File: config.mk
export PLATFORM = sky130hd
export DESIGN_NAME = bpa_ctrl
export DESIGN_NICKNAME = d
export VERILOG_FILES = /design/src/hdl/bpa_pkg.sv /design/src/hdl/bpa_ctrl.sv
export SDC_FILE = /design/constraint.sdc
export NUM_CORES = 1
export LEC_CHECK = 0
export ABC_AREA = 1
export ABC_CLOCK_PERIOD_IN_PS = 1300
export BUFFER_PORTS_ARGS = -buffer_cell sky130_fd_sc_hd__buf_4
export CAP_MARGIN = 20
export CORE_MARGIN = 3
export CORE_UTILIZATION = 45
export CTS_CLUSTER_SIZE = 14
export DETAILED_ROUTE_END_ITERATION = 10
export PLACE_DENSITY = 0.87
export SYNTH_ARGS = -nofsm -noshare
export SYNTH_HDL_FRONTEND = slang
export SYNTH_SLANG_ARGS = --single-unit
File: constraint.sdc
create_clock -name clk -period 1.3 [get_ports clk]
set_input_delay 0.13 -clock clk [delete_from_list [all_inputs] [get_ports clk]]
set_output_delay 0.13 -clock clk [all_outputs]
set_load 0.03 [all_outputs]
File: src/hdl/bpa_pkg.sv
`timescale 1ns / 1ps
// ----------------------------------------------------------------------------
// bpa_pkg
// Shared constants, codes and controller/datapath signal groups for the
// bitmap page allocator.
// ----------------------------------------------------------------------------
package bpa_pkg;

  // Defaults for the top-level parameters
  localparam int DEF_MAX_PAGES  = 4096;
  localparam int DEF_PAGE_BYTES = 4096;

  // Map word geometry
  localparam int WORD_BITS  = 64;
  localparam int WORD_SHIFT = 6;

  // Field widths
  localparam int CNT_W     = 13;
  localparam int ADDR_W    = 48;
  localparam int STATUS_W  = 2;
  localparam int CFG_IDX_W = 1;

  // Reset value of the pages_in_use register
  localparam int CFG_PAGES_RST = 4096;

  // Configuration register indexes
  localparam logic [CFG_IDX_W-1:0] REG_PAGES_IN_USE = 1'd0;
  localparam logic [CFG_IDX_W-1:0] REG_MEMORY_BASE  = 1'd1;

  // Request opcodes
  typedef enum logic {
    OP_ALLOC = 1'b0,
    OP_FREE  = 1'b1
  } bpa_op_t;

  // Result status codes
  typedef enum logic [STATUS_W-1:0] {
    ST_OK     = 2'd0,
    ST_NO_RUN = 2'd1,
    ST_OOB    = 2'd2
  } bpa_status_t;

  // Commands from the controller to the datapath
  typedef struct packed {
    logic        latch_req;
    logic        clr_write;
    logic        clr_next;
    logic        scan_start;
    logic        free_sub;
    logic        free_chk;
    logic        upd_start;
    logic        upd_write;
    logic        upd_next;
    logic        load_rsp;
    bpa_status_t code;
  } bpa_cmd_t;

  // Status from the datapath to the controller
  typedef struct packed {
    logic clr_last;
    logic is_free;
    logic cnt_zero;
    logic lim_zero;
    logic oob;
    logic scan_done;
    logic scan_hit;
    logic scan_busy;
    logic upd_full;
    logic upd_last;
    logic out_busy;
  } bpa_stat_t;

endpackage

File: src/hdl/bpa_ctrl.sv
`timescale 1ns / 1ps
// ----------------------------------------------------------------------------
// bpa_ctrl
// Sequencer for the allocator: reset sweep, request decode, map scan,
// free range check, word-by-word map update and result hand-off.
// ----------------------------------------------------------------------------
module bpa_ctrl import bpa_pkg::*; (
  input  logic      clk,
  input  logic      rst,
  input  logic      in_valid,
  output logic      in_ready,
  input  bpa_stat_t stat,
  output bpa_cmd_t  cmd
);

  typedef enum logic [3:0] {
    S_CLEAR,
    S_IDLE,
    S_DECODE,
    S_SCAN,
    S_FREE_CHK,
    S_SETUP,
    S_UPD,
    S_UPD_WR,
    S_RESP
  } state_t;

  state_t      state, state_next;
  bpa_status_t code, code_next;

  assign in_ready = (state == S_IDLE);

  // Next state and commands
  always_comb begin
    state_next = state;
    code_next  = code;
    cmd        = '0;
    cmd.code   = code;
    unique case (state)
      S_CLEAR: begin
        cmd.clr_write = 1'b1;
        cmd.clr_next  = 1'b1;
        if (stat.clr_last) state_next = S_IDLE;
      end
      S_IDLE: begin
        if (in_valid) begin
          cmd.latch_req = 1'b1;
          state_next    = S_DECODE;
        end
      end
      S_DECODE: begin
        if (stat.is_free) begin
          cmd.free_sub = 1'b1;
          state_next   = S_FREE_CHK;
        end else if (stat.cnt_zero || stat.lim_zero) begin
          code_next  = ST_NO_RUN;
          state_next = S_RESP;
        end else begin
          cmd.scan_start = 1'b1;
          state_next     = S_SCAN;
        end
      end
      S_SCAN: begin
        if (stat.scan_done) begin
          if (stat.scan_hit) begin
            code_next  = ST_OK;
            state_next = S_SETUP;
          end else begin
            code_next  = ST_NO_RUN;
            state_next = S_RESP;
          end
        end
      end
      S_FREE_CHK: begin
        cmd.free_chk = 1'b1;
        if (stat.oob) begin
          code_next  = ST_OOB;
          state_next = S_RESP;
        end else begin
          code_next  = ST_OK;
          state_next = stat.cnt_zero ? S_RESP : S_SETUP;
        end
      end
      S_SETUP: begin
        cmd.upd_start = 1'b1;
        state_next    = S_UPD;
      end
      S_UPD: begin
        // whole words are written directly, edge words wait for read data
        if (stat.upd_full) begin
          cmd.upd_write = 1'b1;
          if (stat.upd_last) begin
            state_next = S_RESP;
          end else begin
            cmd.upd_next = 1'b1;
          end
        end else begin
          state_next = S_UPD_WR;
        end
      end
      S_UPD_WR: begin
        cmd.upd_write = 1'b1;
        if (stat.upd_last) begin
          state_next = S_RESP;
        end else begin
          cmd.upd_next = 1'b1;
          state_next   = S_UPD;
        end
      end
      S_RESP: begin
        if (!stat.out_busy) begin
          cmd.load_rsp = 1'b1;
          state_next   = S_IDLE;
        end
      end
      default: state_next = S_IDLE;
    endcase
  end

  // State and result code
  always_ff @(posedge clk) begin
    if (rst) begin
      state <= S_CLEAR;
      code  <= ST_OK;
    end else begin
      state <= state_next;
      code  <= code_next;
    end
  end

endmodule

==> impl_metrics.py, run 1 <==
metrics = {
    "outcome": {
        "status": "stopped before the end",
        "failing_step": "global routing (5_1_grt)",
        "error": "[ERROR DPL-0038] Utilization greater than 100%, impossible to legalize",
    },
    "clock_tree": {
        "htreeDepth": 1,
        "numCtsBuffers": 3,
        "root_buffer": "clkbuf_4",
        "clock-sinks": 6,
        "hold_buffers": 0,
        "cts_buffer_depth": 2,
    },
    "placed_design": {
        "place.gp.congestion": 0.9161,
        "portBuffers": 25,
        "place_area_um2": 867.1,
        "dp_hpwl_um": 1393,
    },
    "synth": {
        "ys_types": 20,
        "muxShareOfSynthArea_pct": 0,
        "synth_compound_area_share_pct": 9.684,
        "yosysWarnings": 0,
        "syn_area_per_cell_um2": 5.715,
        "synth-seq-cells": 6,
        "synth_top_family_by_area": "simple AND/OR/NAND/NOR gates",
        "synth_xor_area_share_pct": 0,
        "synth_area_um2": 594.3,
        "ys_seq_area_share_pct": 20.21,
        "synth-simple-area-share_pct": 56.63,
        "syn_inst": 104,
        "synthesis.nets": 118,
        "synth_fa_ha_area_share_pct": 0,
    },
    "global_route": {
        "grt_max_degree": 7,
    },
    "floorplan": {
        "num_rows": 12,
        "start_util_pct": 50.75,
        "pin_count": 27,
        "dieHeight_um": 42.34,
        "die_w_um": 42.34,
    },
    "sta": {
        "grt-worst-endpoint": "cmd[3]",
        "worstEpCategory": "top-level output",
    },
}
## what timing repair did
action | CTS
pin swaps | 12
setup buffers | 11
setup endpoints to repair | 12
gates cloned | 0
resized for setup | 22
hold endpoints to repair | 0
## per-stage QoR
stage                     std cells  utilization (%)   TNS (ns)  setup WS, ns
after floorplan                 104                -    -0.1487      -0.07652
after global placement          146            74.04          0       0.04463
after detailed placement        146            74.04  -0.001954     -0.001954
after CTS                       160            87.29    -0.2474      -0.05037
## cells in the mapped netlist
| library cell | count | area share (%) |
|---|---|---|
| nand2_4 | 1 | 1.9 |
| nand4_1 | 1 | 1.1 |
| a21oi_1 | 6 | 5.1 |
| dfxtp_1 | 6 | 20 |
| nand3_2 | 2 | 3.4 |
| nor3_1 | 1 | 0.84 |
| nor4_1 | 2 | 2.1 |
| o211ai_1 | 1 | 1.3 |
| buf_4 | 1 | 1.3 |
| inv_2 | 1 | 0.63 |
| o21ai_0 | 2 | 1.7 |
| nand2_1 | 24 | 15 |
| nor2_4 | 4 | 7.6 |
| nor2_1 | 18 | 11 |
| nor2_2 | 3 | 3.2 |
| inv_1 | 17 | 11 |
| nand3b_1 | 2 | 2.5 |
| nand3_1 | 9 | 7.6 |
| clkinv_2 | 1 | 0.84 |
| o21ai_1 | 2 | 1.7 |
## kinds of logic after synthesis
family / after synthesis
simple gates: 67
flops: 6
buf+inv: 20
compound gates: 11
==> run 2, diff against run 1 <==
Settings changed: CORE_AREA set to 3 3 64 66, CORE_MARGIN 3 to not set, CORE_UTILIZATION 45 to not set, CTS_CLUSTER_SIZE 14 to not set, DIE_AREA set to 0 0 67 69, PLACE_DENSITY 0.87 to not set, PLACE_DENSITY_LB_ADDON set to 0.15.
==> impl_metrics.py, run 2 <==
metrics = {
    "power": {
        "sequentialPowerShare_pct": 16.0,
        "switching_power_uw": 929.1,
        "clkPwrFrac_pct": 13.6,
        "p_per_area_nw_per_um2": 1554,
        "internal_power_uw": 1079,
        "p_comb_share_pct": 70.4,
        "p_leak_uw": 0.0006186,
        "power_uw": 2009,
        "netSwitchingFraction_pct": 46.26,
        "peakVddDrop_mv": 0.3319,
    },
    "clock_tree": {
        "hold_buffers": 0,
        "root_buffer": "clkbuf_8",
        "clk_latency_ns": 0.22,
        "clock-sinks": 6,
        "cts_buffer_depth": 2,
        "numCtsBuffers": 3,
        "htreeDepth": 1,
        "clk_pin_slew_ns": 0.03,
        "cts_tree": "yes",
    },
    "synth": {
        "yosysWarnings": 0,
        "ys_seq_area_share_pct": 20.21,
        "async_reset_ff_share_pct": 0,
        "yosysTopAreaCell": "dfxtp_1",
        "syn_inst": 104,
        "synth_edf_count": 0,
        "synth-simple-area-share_pct": 56.63,
        "ys.flop_type": "dfxtp_1",
        "syn_area_per_cell_um2": 5.715,
        "synthesis.nets": 118,
        "synth_top_area_share_pct": 20.21,
        "synth_area_um2": 594.3,
        "muxShareOfSynthArea_pct": 0,
        "synth_most_common_cell": "nand2_1",
        "synthTopCellsByCount": "24 x nand2_1, 18 x nor2_1, 17 x inv_1, 9 x nand3_1",
        "synthTopCellsByArea": "dfxtp_1 20%, nand2_1 15%, nor2_1 11%, inv_1 11%, nand3_1 7.6%",
        "synth_fa_ha_area_share_pct": 0,
        "synth_xor_area_share_pct": 0,
        "synth_compound_area_share_pct": 9.684,
        "synth_top_family_by_area": "simple AND/OR/NAND/NOR gates",
        "synth-seq-cells": 6,
        "ys_types": 20,
    },
    "setup_path": {
        "reg2reg_to": "code[0]",
        "crit_arrival_ns": 1.24,
        "path_max_fanout": 5,
        "r2r_cells": 8,
        "r2r_start": "state[2]",
        "cp-start-kind": "flop",
        "end_kind": "primary output",
        "reg2reg_slack_ns": 0,
        "worstPathRequired_ns": 1.17,
        "critPathKind": "flop to primary output",
    },
    "routing": {
        "drtAntennaViolNets": 0,
        "via_per_inst": 4.030,
        "drc_errors": 0,
        "first_pass_iters": 4,
        "vias": 794,
        "wl_um": 2069,
        "first_iter_violations": 19,
        "wl_per_cell_um": 10.50,
    },
    "cells_and_area": {
        "diodes": 0,
        "drive_gt1_share_pct": 62.42,
        "final_common_cell": "buf_4",
        "final_area_um2": 1292,
        "utilization_pct": 35.57,
        "regMostFlops": "state",
        "syn_to_final_growth_pct": 117.5,
        "largest_register_ffs": 4,
        "most-common-layout-cells": "24 x buf_4, 17 x buf_6, 15 x nand2_1, 14 x nor2_1, 11 x inv_1",
        "reg_top3": "state x4, code x2",
        "final_net_count": 165,
    },
    "global_route": {
        "grt_overflow": 0,
        "grt_pass1_vias": 787,
        "grt_pass1_wl_um": 3498,
        "antenna_found_initial": 0,
        "grt_max_degree": 8,
        "grt_usage_pct": 9.772,
    },
    "floorplan": {
        "start_util_pct": 16.36,
        "num_rows": 22,
        "core_area_um2": 3633,
        "die_w_um": 67,
        "die-area_um2": 4623,
        "dieHeight_um": 69,
        "pin_count": 27,
    },
    "sta": {
        "period_needed_ns": 1.370,
        "hold_viol": 0,
        "worst_slew_pin_slew_ns": 0.2379,
        "finalCritPeriodShare_pct": 105.4,
        "timing.final.ws_setup_ns": -0.07020,
        "setup_viol": 7,
        "max_freq_mhz": 729.8,
        "relSlewSlack_pct": 83.97,
        "finalClockSkew_ns": 0.001216,
        "final_max_slew_viol_count": 0,
        "rsz0062_at_grt": "yes",
    },
    "worst_hold_path": {
        "holdCritStartpoint": "rst",
        "hp-class": "input port to flop",
        "whs_path_depth": 2,
        "holdPathEnd": "state[3]",
    },
    "placed_design": {
        "portBuffers": 25,
        "place.gp.congestion": 0.7748,
        "place_area_um2": 937.1,
        "dp_hpwl_um": 1552,
    },
    "run": {
        "drv_cap": 0,
    },
    "outcome": {
        "status": "finished with violations",
        "violations": "negative setup slack",
    },
}
[run 2: cells by family after synthesis]
family                 after synthesis
AOI/OAI and AO/OA                   11
DFF                                  6
buffers and inverters               20
and+or+nand+nor                     67
[run 2: cell type report]
cell class                      count  area [µm²]
Timing Repair Buffer               43       411.6
Sequential cell                     6       132.6
Tap cell                           48       60.06
Clock buffer                        3       41.29
Inverter                           19       78.83
Fill cell                         394        2341
Multi-Input combinational cell     78       568.0
[run 2: what timing repair did]
action | CTS | global route
pin swaps | 16 | 21
endpoints found under the setup margin | 13 | 16
setup buffers | 8 | 5
gates cloned | 0 | 0
gates resized for setup | 35 | 26
[run 2: through the flow]
stage	hold slack, ns	TNS (ns)	setup WS, ns	std cells
after floorplan	0.1917	-0.1487	-0.07652	104
after global placement	0.3266	-0.001402	-0.001402	182
after detailed placement	0.3340	-0.05104	-0.05104	182
after CTS	0.09823	-0.4624	-0.08345	193
after global routing	0.1054	-1.187	-0.1461	197
final	0.1065	-0.2710	-0.07020	197
[run 2: routing by layer]
| layer | vias up | track usage, % | part of all wire [%] |
|---|---|---|---|
| met2 | 21 | 15.39 | 51 |
| met1 | 357 | 12.89 | 44 |
| met4 | 0 | 1.351 | 0 |
| met3 | 0 | 3.583 | 5.3 |
| li1 | 416 | - | - |
| met5 | - | 0 | 0 |
[run 2: worst max path at each step]
stage / from / depth (start not counted) / endpoint / slack [ns]
after detailed placement: state[0] / 8 / state[1] / -0.05
final: state[0] / 4 / cmd[2] / -0.07
after CTS: state[1] / 6 / cmd[4] / -0.08
after global routing: state[0] / 4 / cmd[2] / -0.15
after floorplan: state[0] / 3 / cmd[2] / -0.08
after global placement: state[0] / 8 / state[1] / -0.001
[run 2: critical path, stage by stage (launching register included)]
cell	delay, ns
dfxtp_4	0.37
nor2_4	0.15
inv_2	0.06
nor4_4	0.25
buf_4	0.19
[run 2: power by group through the flow]
stage	Combinational (µW)	Sequential (µW)	Clock, µW
5_1_grt	1520	333	298
2_1_floorplan	657	322	0
6_report	1410	321	273
4_1_cts	1300	290	284
3_5_place_dp	1060	276	0
3_3_place_gp	1060	275	0
Power figures use the tool's default switching activity.
